<file path="config.mk">
export PLATFORM = sky130hd
export DESIGN_NAME = draw_call_batcher
export DESIGN_NICKNAME = d
export VERILOG_FILES = /design/src/hdl/dcb_pkg.sv /design/src/hdl/draw_call_batcher.sv /design/src/hdl/dcb_ctrl.sv /design/src/hdl/dcb_datapath.sv
export VERILOG_INCLUDE_DIRS = /design/src /design/src/hdl
export SDC_FILE = /design/constraint.sdc
export NUM_CORES = 1
export LEC_CHECK = 0
export ABC_CLOCK_PERIOD_IN_PS = 4000
export BUFFER_PORTS_ARGS = -buffer_cell sky130_fd_sc_hd__buf_4
export CORE_ASPECT_RATIO = 2
export CORE_UTILIZATION = 54
export CTS_BUF_LIST = sky130_fd_sc_hd__clkbuf_16
export DETAILED_ROUTE_END_ITERATION = 8
export GPL_ROUTABILITY_DRIVEN = 0
export PLACE_DENSITY = 0.75
export SKIP_CTS_REPAIR_TIMING = 1
export SYNTH_ARGS = -nofsm -noshare
export SYNTH_HDL_FRONTEND = slang
export SYNTH_SLANG_ARGS = --single-unit
</file>
<file path="constraint.sdc">
create_clock -name i_clk -period 4 [get_ports i_clk]
set_clock_uncertainty 0.1 [all_clocks]
set_input_delay 0.4 -clock i_clk [delete_from_list [all_inputs] [get_ports i_clk]]
set_output_delay 0.4 -clock i_clk [all_outputs]
set_load 0.02 [all_outputs]
</file>
<file path="src/hdl/draw_call_batcher_assert.svh">
// Assertion macros of the draw call batcher, used by dcb_ctrl.
// Depends on nothing; included by files that carry concurrent checks.
`ifndef DRAW_CALL_BATCHER_ASSERT_SVH
`define DRAW_CALL_BATCHER_ASSERT_SVH

// Check that a condition implies another in the same cycle.
`define DCB_ASSERT_SAME(label, clk, rst_n, cond, expr) \
    label: assert property (@(posedge clk) disable iff (!rst_n) (cond) |-> (expr)) \
        else $error("dcb check failed");

// Check that a condition implies another in the next cycle.
`define DCB_ASSERT_NEXT(label, clk, rst_n, cond, expr) \
    label: assert property (@(posedge clk) disable iff (!rst_n) (cond) |=> (expr)) \
        else $error("dcb check failed");

`endif

</file>
<file path="src/hdl/dcb_pkg.sv">
// Shared types and constants of the draw call batcher.
// Depends on nothing; used by dcb_ctrl, dcb_datapath and draw_call_batcher.
package dcb_pkg;

    localparam int TEXTURE_SLOTS = 8;
    localparam int SLOT_IW       = (TEXTURE_SLOTS > 1) ? $clog2(TEXTURE_SLOTS) : 1;
    localparam int CNT_W         = $clog2(TEXTURE_SLOTS + 1);

    typedef struct packed {
        logic        pass_start;
        logic [15:0] shader_id;
        logic [3:0]  blend_mode;
        logic [31:0] texture_id;
        logic [31:0] base_index;
        logic [31:0] index_count;
    } t_submit;

    typedef struct packed {
        logic [2:0]  texture_slot;
        logic        new_batch;
        logic [31:0] batch_offset;
        logic [31:0] batch_count;
        logic [3:0]  slots_used;
    } t_result;

    // Commands from the controller to the datapath.
    typedef struct packed {
        logic load;
        logic compare;
        logic update;
    } t_cmd;

endpackage

</file>
<file path="src/hdl/draw_call_batcher.sv">
// Draw call batcher: one result per submit; a submit passes a slot compare state, then a batch
// update state that waits for the output register to be free, then the result register;
// a new submit is taken in the update state while the output register is free.
// Reset (i_rst_n low, synchronous) closes the open batch and empties the output;
// the slot table is not cleared, entries past the fill count are never read.
// Depends on dcb_pkg, dcb_ctrl and dcb_datapath.
module draw_call_batcher (
    input  logic             i_clk,
    input  logic             i_rst_n,
    input  logic             i_in_valid,
    output logic             o_in_ready,
    input  dcb_pkg::t_submit i_in_item,
    output logic             o_out_valid,
    input  logic             i_out_ready,
    output dcb_pkg::t_result o_out_item
);

    dcb_pkg::t_cmd w_cmd;

    dcb_ctrl u_ctrl (
        .i_clk       (i_clk),
        .i_rst_n     (i_rst_n),
        .i_in_valid  (i_in_valid),
        .o_in_ready  (o_in_ready),
        .o_out_valid (o_out_valid),
        .i_out_ready (i_out_ready),
        .o_cmd       (w_cmd)
    );

    dcb_datapath u_datapath (
        .i_clk   (i_clk),
        .i_rst_n (i_rst_n),
        .i_cmd   (w_cmd),
        .i_item  (i_in_item),
        .o_item  (o_out_item)
    );

endmodule

</file>
<file path="src/hdl/dcb_ctrl.sv">
// Controller of the draw call batcher: sequences load, compare and update.
// Depends on dcb_pkg and draw_call_batcher_assert.svh.
`include "draw_call_batcher_assert.svh"

module dcb_ctrl (
    input  logic          i_clk,
    input  logic          i_rst_n,
    input  logic          i_in_valid,
    output logic          o_in_ready,
    output logic          o_out_valid,
    input  logic          i_out_ready,
    output dcb_pkg::t_cmd o_cmd
);

    typedef enum logic [2:0] {
        S_IDLE = 3'b001,
        S_CMP  = 3'b010,
        S_UPD  = 3'b100
    } t_state;

    t_state r_state, n_state;
    logic   r_out_valid, n_out_valid;
    logic   w_out_free;
    logic   w_upd_go;
    logic   w_accept;

    // Update may fire only when the output register is empty or being taken
    assign w_out_free = !r_out_valid || i_out_ready;
    assign w_upd_go   = (r_state == S_UPD) && w_out_free;
    assign o_in_ready = (r_state == S_IDLE) || w_upd_go;
    assign w_accept   = i_in_valid && o_in_ready;

    assign o_cmd.load    = w_accept;
    assign o_cmd.compare = (r_state == S_CMP);
    assign o_cmd.update  = w_upd_go;
    assign o_out_valid   = r_out_valid;

    // Advance the sequence
    always_comb begin
        n_state = r_state;
        unique case (r_state)
            S_IDLE: begin
                if (w_accept) begin
                    n_state = S_CMP;
                end
            end
            S_CMP: begin
                n_state = S_UPD;
            end
            S_UPD: begin
                if (w_accept) begin
                    n_state = S_CMP;
                end else if (w_upd_go) begin
                    n_state = S_IDLE;
                end
            end
            default: begin
                n_state = S_IDLE;
            end
        endcase
    end

    // Hold the result valid until the item is taken
    always_comb begin
        n_out_valid = r_out_valid;
        if (w_upd_go) begin
            n_out_valid = 1'b1;
        end else if (i_out_ready) begin
            n_out_valid = 1'b0;
        end
    end

    always_ff @(posedge i_clk) begin
        if (!i_rst_n) begin
            r_state     <= S_IDLE;
            r_out_valid <= 1'b0;
        end else begin
            r_state     <= n_state;
            r_out_valid <= n_out_valid;
        end
    end

    `DCB_ASSERT_NEXT(a_accept_to_cmp, i_clk, i_rst_n, w_accept, r_state == S_CMP)
    `DCB_ASSERT_NEXT(a_cmp_to_upd, i_clk, i_rst_n, r_state == S_CMP, r_state == S_UPD)
    `DCB_ASSERT_NEXT(a_update_shows, i_clk, i_rst_n, w_upd_go, r_out_valid)
    `DCB_ASSERT_SAME(a_no_load_in_cmp, i_clk, i_rst_n, r_state == S_CMP, !o_in_ready)

endmodule

</file>
<file path="src/hdl/dcb_datapath.sv">
// Datapath of the draw call batcher: open batch state, texture slot table,
// slot compare and batch update. Depends on dcb_pkg.
module dcb_datapath (
    input  logic             i_clk,
    input  logic             i_rst_n,
    input  dcb_pkg::t_cmd    i_cmd,
    input  dcb_pkg::t_submit i_item,
    output dcb_pkg::t_result o_item
);

    dcb_pkg::t_submit r_in;
    dcb_pkg::t_result r_out, n_out;

    logic                      r_batch_open;
    logic [15:0]               r_open_shader;
    logic [3:0]                r_open_blend;
    logic [31:0]               r_open_offset, n_open_offset;
    logic [31:0]               r_open_count, n_open_count;
    logic [dcb_pkg::CNT_W-1:0] r_filled, n_filled;
    logic [31:0]               r_slot_tex [dcb_pkg::TEXTURE_SLOTS];

    logic [dcb_pkg::TEXTURE_SLOTS-1:0] r_match, n_match;
    logic                              r_same, n_same;

    logic                        w_found;
    logic [dcb_pkg::SLOT_IW-1:0] w_match_idx;
    logic                        w_room;
    logic                        w_open_new;
    logic                        w_place;
    logic [31:0]                 w_base_count;
    logic [32:0]                 w_sum;
    logic [dcb_pkg::CNT_W-1:0]   w_base_filled;
    logic [dcb_pkg::SLOT_IW-1:0] w_slot_idx;
    logic [31:0]                 w_slot_wide;
    logic [31:0]                 w_fill_wide;

    // Capture the submit
    always_ff @(posedge i_clk) begin
        if (i_cmd.load) begin
            r_in <= i_item;
        end
    end

    // Compare the texture against every filled slot in parallel
    always_comb begin
        for (int i = 0; i < dcb_pkg::TEXTURE_SLOTS; i++) begin
            n_match[i] = (dcb_pkg::CNT_W'(i) < r_filled) && (r_slot_tex[i] == r_in.texture_id);
        end
        n_same = r_batch_open && !r_in.pass_start &&
                 (r_in.shader_id == r_open_shader) && (r_in.blend_mode == r_open_blend);
    end

    always_ff @(posedge i_clk) begin
        if (i_cmd.compare) begin
            r_match <= n_match;
            r_same  <= n_same;
        end
    end

    // Pick the lowest matching slot
    always_comb begin
        w_match_idx = '0;
        for (int i = dcb_pkg::TEXTURE_SLOTS - 1; i >= 0; i--) begin
            if (r_match[i]) begin
                w_match_idx = dcb_pkg::SLOT_IW'(i);
            end
        end
    end

    // Decide the batch and compute the new state
    always_comb begin
        w_found       = |r_match;
        w_room        = r_filled < dcb_pkg::CNT_W'(dcb_pkg::TEXTURE_SLOTS);
        w_open_new    = !r_same || (!w_found && !w_room);
        w_base_count  = w_open_new ? 32'd0 : r_open_count;
        w_base_filled = w_open_new ? '0 : r_filled;
        w_sum         = {1'b0, w_base_count} + {1'b0, r_in.index_count};
        n_open_count  = w_sum[32] ? 32'hFFFF_FFFF : w_sum[31:0];
        n_open_offset = w_open_new ? r_in.base_index : r_open_offset;
        // A new batch always places; otherwise place only on a miss
        w_place       = w_open_new || !w_found;
        w_slot_idx    = w_place ? w_base_filled[dcb_pkg::SLOT_IW-1:0] : w_match_idx;
        n_filled      = w_place ? w_base_filled + dcb_pkg::CNT_W'(1) : w_base_filled;
        w_slot_wide   = 32'(w_slot_idx);
        w_fill_wide   = 32'(n_filled);

        n_out.texture_slot = w_slot_wide[2:0];
        n_out.new_batch    = w_open_new;
        n_out.batch_offset = n_open_offset;
        n_out.batch_count  = n_open_count;
        n_out.slots_used   = w_fill_wide[3:0];
    end

    // Commit the batch state
    always_ff @(posedge i_clk) begin
        if (!i_rst_n) begin
            r_batch_open  <= 1'b0;
            r_open_shader <= '0;
            r_open_blend  <= '0;
            r_open_offset <= '0;
            r_open_count  <= '0;
            r_filled      <= '0;
        end else if (i_cmd.update) begin
            r_batch_open  <= 1'b1;
            r_open_shader <= r_in.shader_id;
            r_open_blend  <= r_in.blend_mode;
            r_open_offset <= n_open_offset;
            r_open_count  <= n_open_count;
            r_filled      <= n_filled;
        end
    end

    // Write the slot table and the result register
    always_ff @(posedge i_clk) begin
        if (i_cmd.update) begin
            if (w_place) begin
                r_slot_tex[w_slot_idx] <= r_in.texture_id;
            end
            r_out <= n_out;
        end
    end

    assign o_item = r_out;

endmodule

</file>
### After elaboration in Yosys (flattened, before gate mapping)

Memories as Yosys holds them, arrays and structs flattened.
Index checks and enable logic that the tools add are counted.

* muxes and demuxes: 23
* $lt $le $gt $ge: 9
* reduce and logical (&&, ||, !) cells: 26
* add/subtract/negate cells: 2
* equal/unequal tests: 15

Operators by type and width (count)
* $eq 32x32->1: 8
* $mux 32: 3
* $mux 3: 12
* $add 32x32->33: 1
* $eq 16x16->1: 1
* $lt 3x4->1 const A: 4
* $logic_and 1x1->1: 14
* $pmux 3 s3: 1
* $lt 1x4->1 const A: 2
* $lt 2x4->1 const A: 2
* $mux 4: 2
* $reduce_or 8->1: 1
* $logic_not 1->1: 5
* $mux 1: 5
* $add 4x1->4 const B: 1
* $eq 4x4->1: 1
* $logic_or 1x1->1: 4
* $lt 4x4->1 const B: 1
* $eq 3x1->1 const B: 1
* $eq 3x2->1 const B: 1
* $eq 3x3->1 const B: 1
* $ne 3x1->1 const B: 1
* $ne 2x1->1 const B: 1
* $reduce_and 2->1: 1
* $reduce_bool 2->1: 1

* flip-flop bits (word level): 291
* memories: 1
* memory bits (writable): 256
* logic and storage cells: 97
* bits of input ports: 121
* output and inout port bits: 74

Memory list
* u_datapath.r_slot_tex: words 8, width 32, rd ports 8, clocked after Yosys merged registers in 0, wr ports 1, RTL line dcb_datapath.sv:20 `logic [31:0] r_slot_tex [dcb_pkg::TEXTURE_SLOTS];`

### Logic depth before layout (Yosys ltp)

Gate-level depths: netlist (run 1).

* word-level depth: 9
* gate-level depth with buffers: 18
* mapped depth without buffers: 14

### By module

Synthesis (run 1) repeated with hierarchy kept, for this count alone.

* cell total of the unflattened synthesis: 1615
* area total of the unflattened synthesis: 23073.4 um^2

Modules (own cells, without submodules)
* dcb_datapath: seq. area each 15414.8 um^2, instances 1, area an instance 22849.4 um^2, cells an instance 1589
* dcb_ctrl: seq. area each 80.1 um^2, instances 1, area an instance 224.0 um^2, cells an instance 26

### Worst setup path before layout (run 1)

Ideal clock, no wire load.

* kind: register to register
* from: reg u_ctrl.r_out_valid, in the netlist u_ctrl.o_out_valid
* to: reg u_datapath.r_in[0] (netlist name), enable pin
* arrival: 3822 ps
* stages on the path, launching flop included: 6
* setup time: 489 ps
* path slack: -411 ps
* buffers on the path: 0
* path through: dfxtp_1 -> nor2b_1 -> nor3_1 -> a21oi_1 -> nor2_1 -> and2_1

* cells in the longest elaborated chain, start to end: 5

Ends and longest elaborated chain
* from (decl): RTL line dcb_ctrl.sv:22 `logic r_out_valid, n_out_valid;`
* from (signal assigned): RTL line dcb_ctrl.sv:79 `r_out_valid <= n_out_valid;`
* $logic_not 1->1: RTL line dcb_ctrl.sv:28 `assign w_out_free = !r_out_valid || i_out_ready;`
* $logic_or 1x1->1: RTL line dcb_ctrl.sv:28
* $logic_and 1x1->1: RTL line dcb_ctrl.sv:29 `assign w_upd_go = (r_state == S_UPD) && w_out_free;`
* $logic_or 1x1->1: RTL line dcb_ctrl.sv:30 `assign o_in_ready = (r_state == S_IDLE) || w_upd_go;`
* net o_in_ready: RTL line draw_call_batcher.sv:11 `output logic o_in_ready,`
* $logic_and 1x1->1: RTL line dcb_ctrl.sv:31 `assign w_accept = i_in_valid && o_in_ready;`
* net u_ctrl.w_accept: RTL line dcb_ctrl.sv:25 `logic w_accept;`
* to (signal assigned): RTL line dcb_datapath.sv:40 `r_in <= i_item;`
* to (decl): RTL line dcb_datapath.sv:11 `dcb_pkg::t_submit r_in;`

The timed path passes the listed nets, and every way through them passes these cells.
A chain may end at the register's enable or synchronous reset.

### Worst setup path in the final report (run 1)

* from: reg u_datapath.r_match[5] (netlist name)
* to: reg u_datapath.r_open_count[6]

* cells in the longest elaborated chain, start to end: 7

Ends and longest elaborated chain
* from (decl): RTL line dcb_datapath.sv:22 `logic [dcb_pkg::TEXTURE_SLOTS-1:0] r_match, n_match;`
* from (signal assigned): RTL line dcb_datapath.sv:55 `r_match <= n_match;`
* $reduce_or 8->1: RTL line dcb_datapath.sv:72 `w_found = |r_match;`
* $logic_not 1->1: RTL line dcb_datapath.sv:74 `w_open_new = !r_same || (!w_found && !w_room);`
* $logic_and 1x1->1: RTL line dcb_datapath.sv:74
* $logic_or 1x1->1: RTL line dcb_datapath.sv:74
* $mux 32: RTL line dcb_datapath.sv:75 `w_base_count = w_open_new ? 32'd0 : r_open_count;`
* $add 32x32->33: RTL line dcb_datapath.sv:77 `w_sum = {1'b0, w_base_count} + {1'b0, r_in.index_count};`
* $mux 32: RTL line dcb_datapath.sv:78 `n_open_count = w_sum[32] ? 32'hFFFF_FFFF : w_sum[31:0];`
* net u_datapath.n_open_count[6]: RTL line dcb_datapath.sv:18 `logic [31:0] r_open_count, n_open_count;`
* to (signal assigned): RTL line dcb_datapath.sv:108 `r_open_count <= n_open_count;`
* to (decl): RTL line dcb_datapath.sv:18

The timed path passes the listed nets, and every way through them passes these cells.

==> impl_metrics.csv, run 1 <==
group,metric,value,unit
global_routing,grt_max_degree,113,
power_and_ir_drop,power_density,409,nW/um2
global_routing,overflow,0,
flow_run,cap_viol_max_count,0,
logic_synthesis,synth.avg_cell_area,13.8,um2
hold_path,min_path_cells,3,
logic_synthesis,seq_area_frac_synth,67.7,%
timing,min_period_over_period,98.7,%
final_layout,layout.cells.non_filler,2582,
logic_synthesis,async_flop_share,0,%
placed_design,placed_cells,2371,
setup_path,r2r-start,"u_datapath.r_match[5]",
drt,ant_nets,0,
timing,finalCriticalPeriod,3950,ps
cts,cts_buffer_depth,3,
placed_design,port_buffers,194,
logic_synthesis,syn_inst,1653,
cts,clock_tree.root_cell,"clkbuf_16",
timing,worstMarginPinSlew,973,ps
hold_path,hold_start,"i_out_ready",
setup_path,cp_slowest_cell,"edfxtp_1",
power_and_ir_drop,p_leak,0.0101,uW
logic_synthesis,synth-main-ff-cell,"edfxtp_1",
final_layout,diodes,0,
global_routing,grt_pass1_wl,81100,um
hold_path,hold_path_end,"u_ctrl.o_out_valid",
floorplan,fp.dieArea,43300,um2
final_layout,drive_gt1_share,20.7,%
drt,first_iter_violations,755,
global_routing,use_met1,25.1,%
drt,routed_via_density,5.56,
global_routing,antenna_found_initial,0,
setup_path,timing.rr.end,"u_datapath.r_open_count[6]",
timing,drv_slew,0,
setup_path,r2r.worst_path.cells,16,
floorplan,rows,106,
setup_path,reg2reg_slack,50,ps
hold_path,hp-class,"in2reg",
floorplan,die_y,293,um
logic_synthesis,syn_area,22900,um2
floorplan,initial_utilization,54.8,%
cts,numCtsBuffers,46,
floorplan,die_w,148,um
floorplan,io_pins,195,
timing,hold_violations,0,
logic_synthesis,ys_ff_latch,547,
logic_synthesis,synth_fp_nets,1808,
cts,cts.clk_slew.worst_paths,70,ps
drt,totalWireLength,55400,um
setup_path,cp_max_fo,35,
cts,cts_tree,"done",
outcome,status,"completed",
placed_design,dp_hpwl,36900,um
global_routing,grt_use_met3,2.90,%
final_layout,post-route-util,67.5,%
global_routing,use_met2,48.0,%
drt,routedWlPerCell,21.5,um
drt,vias,14300,
global_routing,busiest_layer,"met2",
cts,worst_skew_pair.late_latency,570,ps
global_routing,grt_usage,25.2,%
setup_path,critPathKind,"reg2reg",
timing,max-slew-margin-rel,35.1,%
drt,dr.pass1.iters,7,
setup_path,cp.required,4390,ps
global_routing,grt_pass1_vias,14300,
setup_path,startpoint_type,"flop",
logic_synthesis,yosysWarningCount,0,
setup_path,end_kind,"flop",
power_and_ir_drop,ir_drop,0.000326,V
floorplan,core_area,41800,um2
final_layout,area_growth,23.3,%
timing,max_freq,253,MHz
cts,htreeDepth,2,
cts,cts_sinks,547,
timing,tns,0,ps
setup_path,crit_path_cell_trace,"nor4_2 -> buf_4 -> a31oi_4 -> buf_12 -> and2_1 -> ha_2 -> a21oi_1 -> o21ai_2 -> a311oi_1 -> nor3_2 -> nand3_2 -> a31oi_4 -> clkbuf_16 -> nand2b_1 -> nor2_1 -> nor2_1",
drt,drcViolationCount,0,
logic_synthesis,synth-edff-count,454,
final_layout,finalNetCount,2162,
setup_path,crit_arrival,4340,ps
timing,setup_viol,0,
logic_synthesis,synth.distinct_cells,61,
setup_path,cp_slowest_stage_delay,420,ps
logic make-up (layout without fill, tap and decap cells):
| family | count (synthesis) | count (layout) | share of synthesized area [%] |
|---|---|---|---|
| flops | 547 | 547 | 67.7 |
| compound gates | 201 | 201 | 5.83 |
| mux | 34 | 34 | 1.67 |
| fa+ha+maj | 34 | 34 | 1.89 |
| buf+inv | 91 | 480 | 1.55 |
| simple gates | 440 | 440 | 9.64 |
| xor+xnor | 306 | 306 | 11.7 |
cell usage after synthesis, types with 19 or more instances:
| master | count | share of area (%) |
|---|---|---|
| edfxtp_1 | 454 | 60 |
| mux2_2 | 33 | 1.6 |
| nor2_1 | 71 | 1.2 |
| nand2_1 | 142 | 2.3 |
| o21ai_0 | 44 | 0.96 |
| a21oi_1 | 38 | 0.83 |
| a21boi_0 | 54 | 1.8 |
| xor2_1 | 126 | 4.8 |
| nand4_1 | 51 | 1.4 |
| nor3_1 | 19 | 0.42 |
| nand2b_1 | 27 | 0.74 |
| ha_1 | 33 | 1.8 |
| clkbuf_1 | 70 | 1.1 |
| dfxtp_1 | 93 | 8.1 |
| and2_1 | 38 | 1.0 |
| xnor2_1 | 180 | 6.9 |
| nor4_1 | 41 | 1.1 |
flip-flops by register name, indices dropped and copies added (netlist names):
register and flops:
u_datapath.r_open_offset 32, u_datapath.r_open_shader 16, u_ctrl.o_out_valid 1, u_datapath.r_open_blend 4
u_datapath.r_same 1, u_datapath.r_filled 4, u_datapath.o_item 72, u_datapath.r_open_count 32
u_datapath.r_batch_open 1, u_datapath.r_in 117, u_ctrl.r_state 3, u_datapath.r_match 8
u_datapath.r_slot_tex 256
power by group:
| group | total, uW | leakage, uW | internal [uW] | switching (uW) |
|---|---|---|---|---|
| Sequential | 6350 | 0.00490 | 6280 | 73.4 |
| Combinational | 772 | 0.00445 | 364 | 408 |
| Clock | 4420 | 0.000748 | 2410 | 2000 |
how the worst max path moves through the flow:
| stage | from | slack, ps | end | depth (start not counted) |
|---|---|---|---|---|
| after global placement | u_datapath.r_match[5] | -2 | u_datapath.o_item[35] | 15 |
| final | u_datapath.r_match[5] | 50 | u_datapath.r_open_count[6] | 16 |
| after detailed placement | u_datapath.r_match[1] | -10 | u_datapath.o_item[30] | 16 |
| after floorplan | u_datapath.r_match[5] | 120 | u_datapath.o_item[30] | 16 |
| after global routing | u_datapath.r_match[5] | -50 | u_datapath.o_item[30] | 16 |
| after CTS | u_datapath.r_match[1] | -20 | u_datapath.o_item[30] | 16 |
critical path: cells and delay by family (launching register included):
family / cells / cell delay (ps)
AND/OR/NAND/NOR: 7 / 1400
buffers and inverters: 3 / 610
flip-flops: 1 / 420
AO/OA/AOI/OAI: 5 / 930
adder cells (fa/ha/maj): 1 / 390
layout by cell type, fill, tap and decap left out, types with 34 or more instances in the layout:
| cell | Yosys | final |
|---|---|---|
| xnor2_1 | 180 | 180 |
| xor2_1 | 126 | 125 |
| dlygate4sd3_1 | 0 | 118 |
| edfxtp_1 | 454 | 454 |
| o21ai_0 | 44 | 43 |
| nand4_1 | 51 | 51 |
| a21oi_1 | 38 | 34 |
| nor2_1 | 71 | 65 |
| a21boi_0 | 54 | 54 |
| clkbuf_16 | 0 | 51 |
| nor4_1 | 41 | 39 |
| dfxtp_1 | 93 | 93 |
| buf_4 | 1 | 261 |
| and2_1 | 38 | 36 |
| nand2_1 | 142 | 140 |
stage by stage:
stage	worst slack (ps)	hold slack, ps	power [uW]	area (um2)
after floorplan	121	340	6830	22900
after global routing	-52.8	113	11900	28200
final	50.1	118	11500	28200
after detailed placement	-11.1	354	7150	25300
after global placement	-2.05	347	7130	25300
after CTS	-21.5	-121	11500	26800
area by class of cell:
type / count / area [um2]
tap: 540 / 676
multi-input combinational: 1015 / 7250
clock inverter: 34 / 243
sequential: 547 / 15500
inverter: 11 / 46.3
fill: 2878 / 13600
timing repair buffer: 386 / 3280
clock buffer: 49 / 1230
metal layers:
metal	wire, um	up-vias
li1	-	6646
met2	30300	510
met1	18800	7032
met5	0	-
met3	2300	159
met4	4110	0
No activity file was read; power rests on OpenSTA's default activity.
==> inputs of run 2 (changes only) <==
- ABC_AREA: not set -> 1
- ABC_CLOCK_PERIOD_IN_PS: 4000 -> 4050
- CORE_UTILIZATION: 54 -> 60
- PLACE_DENSITY: 0.75 -> 0.79
- clock period: 4 -> 4.05 ns (I/O delays scaled with it)
==> run 2 against run 1 <==
Final cell count rose by 23%. Maximum frequency is 6.6% higher. Sequential share of layout area is 2.0 points lower. Non-clock buffer count fell by 30. Core utilization up 5.4 points. Register-to-register slack better by 300 ps. Power rose by 4.2%. Critical endpoint is now u_datapath.r_open_count[29]. Combinational power up 30%.
==> impl_metrics.csv, run 2 <==
group,metric,value,unit
logic_synthesis,ys_top_cells_by_count,"edfxtp_1, nand2_1, inv_1, nor2_1, o21ai_0",
final_layout,largest_register,"u_datapath.r_slot_tex",
drt,dr.pass1.iters,8,
logic_synthesis,ys_top_cells_by_area,"edfxtp_1, dfxtp_1, nand2_1, inv_1, o21ai_0",
timing,worstMarginPinSlew,1180,ps
power_and_ir_drop,p_leak,0.0118,uW
final_layout,final_common_cell,"edfxtp_1",
logic_synthesis,ys_ff_latch,547,
power_and_ir_drop,p_total,12000,uW
logic_synthesis,seq_area_frac_synth,63.6,%
logic_synthesis,synth_fp_nets,2414,
floorplan,fp.dieArea,41500,um2
setup_path,cp_common_cell,"nor2_1",
global_routing,grt_pass1_wl,101000,um
final_layout,layout.cells.non_filler,3168,
placed_design,dp_hpwl,47800,um
setup_path,cp_slowest_stage_delay,490,ps
global_routing,grt_pass1_vias,17800,
cts,clock_tree.root_cell,"clkbuf_16",
timing,max-slew-margin-rel,21.3,%
final_layout,multi_input_area,7330,um2
final_layout,seq_area,15500,um2
final_layout,largest_register_ffs,256,
cts,worst_skew_pair.late_latency,580,ps
cts,htreeDepth,2,
floorplan,io_pins,195,
timing,tns,0,ps
setup_path,end_kind,"flop",
logic_synthesis,synth.avg_cell_area,10.8,um2
logic_synthesis,syn_area,24400,um2
final_layout,fillerInstances,2651,
cts,numCtsBuffers,47,
setup_path,crit_path_cell_trace,"nor2_2 -> nand3_1 -> nor2_2 -> a21oi_4 -> inv_2 -> buf_4 -> nor2_1 -> fa_1 -> nand3_2 -> nand3_4 -> nand2_1 -> nand2_2 -> nand2_2 -> nand2_4 -> a21oi_4 -> buf_4 -> nand3_1 -> nor2_1 -> nor2_1",
logic_synthesis,synth.top_cell.area_share,55.9,%
placed_design,port_buffers,194,
drt,routedWlPerCell,22.6,um
timing,setup_viol,0,
drt,drcViolationCount,0,
global_routing,overflow,0,
drt,routed_via_density,5.83,
setup_path,startpoint_type,"flop",
cts,cts_tree,"done",
setup_path,critPathKind,"reg2reg",
timing,rsz0062_at_grt,"false",
flow_run,cap_viol_max_count,0,
logic_synthesis,synth-main-ff-cell,"edfxtp_1",
placed_design,dpl_worst_slack,359,ps
timing,hold_violations,0,
logic_synthesis,synth_area_leader_cell,"edfxtp_1",
drt,totalWireLength,71700,um
global_routing,grt_max_degree,118,
timing,max_freq,270,MHz
timing,min_period_over_period,91.5,%
timing,drv_slew,0,
drt,ant_nets,0,
final_layout,final_cell_mix,"edfxtp_1, nand2_1, inv_1, buf_4, o21ai_0",
power_and_ir_drop,power_density,410,nW/um2
final_layout,drive_gt1_share,16.7,%
logic_synthesis,syn_inst,2259,
drt,first_iter_violations,1755,
cts,cts_sinks,547,
floorplan,die_w,145,um
hold_path,hp-class,"in2reg",
final_layout,finalNetCount,2753,
logic_synthesis,synth-edff-count,454,
global_routing,grt_usage,33.7,%
logic_synthesis,yosysWarningCount,0,
global_routing,antenna_found_initial,1,
floorplan,die_y,287,um
setup_path,cp.required,4410,ps
logic_synthesis,synth.most_common_cell,"edfxtp_1",
setup_path,cp_slowest_cell,"fa_1",
outcome,status,"completed",
timing,worst_hold_slack,86.4,ps
floorplan,initial_utilization,60.6,%
power_and_ir_drop,ir_drop,0.000424,V
cts,cts_buffer_depth,3,
placed_design,placed_cells,2962,
logic_synthesis,async_flop_share,0,%
floorplan,rows,104,
setup_path,crit_arrival,4060,ps
setup_path,cp_max_fo,31,
drt,vias,18500,
final_layout,area_growth,20.2,%
timing,finalCriticalPeriod,3700,ps
floorplan,core_area,40200,um2
logic_synthesis,synth.distinct_cells,49,
cts,cts.clk_slew.worst_paths,70,ps
timing,setup_slack,345,ps
==> run 2: changes by cell type after synthesis, sizes merged, moves of 35 or more <==
cell and delta:
xor2 -80, o21ai +111, inv +322, a21oi +60, o22ai +44, clkbuf -35, a21boi -55, nand2 +288
xnor2 -118, nor2 +97, nand3 +61
==> run 2: path summary, 6_finish.rpt <==
| check | slack, ps | endpoint | from | cells after the start |
|---|---|---|---|---|
| max | 350 | u_datapath.r_open_count[29] | u_datapath.r_match[7] | 19 |
| min | 90 | u_ctrl.o_out_valid | i_out_ready | 4 |
| max reg2reg | 350 | u_datapath.r_open_count[29] | u_datapath.r_match[7] | 19 |
| min reg2reg | 380 | u_datapath.r_open_shader[3] | u_datapath.r_open_shader[3] | 2 |
==> run 2: cell type report <==
class	instances	area share, %
tap	530	2.26
antenna	2	0.0171
multi-input combinational	1306	25.0
clock inverter	38	1.17
sequential	547	52.9
inverter	340	4.36
timing repair buffer	356	10.1
clock buffer	49	4.18
==> run 2: power by group <==
part	internal, uW	total [uW]	leakage, uW	switching (uW)
Sequential	6260	6380	0.00490	124
Combinational	379	1000	0.00604	624
Clock	2540	4640	0.000804	2100
==> run 2: cell families (layout without fill, tap and decap cells) <==
family,Yosys count,after routing,synth area share [%]
other cells,0,2,0
fa+ha+maj,34,34,1.78
flops,547,547,63.6
xor+xnor,108,108,3.88
buf+inv,406,783,6.50
simple gates,764,764,14.2
compound gates,400,400,10.1
==> run 2: metal layers <==
layer	wire length (um)	global-route usage, %	vias up
met1	22300	33.0	8730
met4	7500	30.8	0
met3	4700	6.03	374
met5	0	0	-
met2	37200	58.9	990
li1	-	-	8363
==> run 2: critical path, delay by kind of cell, from the launching register on <==
family          cells  cell delay, ps
compound gates      2             210
buf+inv             3             820
simple gates       13            1510
flops               1             420
fa+ha+maj           1             490
==> run 2: metrics by stage <==
| step | util (%) | cell area, um2 |
|---|---|---|
| finish | 72.9 | 29300 |
| global route | 72.9 | 29300 |
| CTS | 70.0 | 28100 |
| global placement | 66.1 | 26600 |
| detailed placement | 66.1 | 26600 |
| floorplan | - | 24400 |
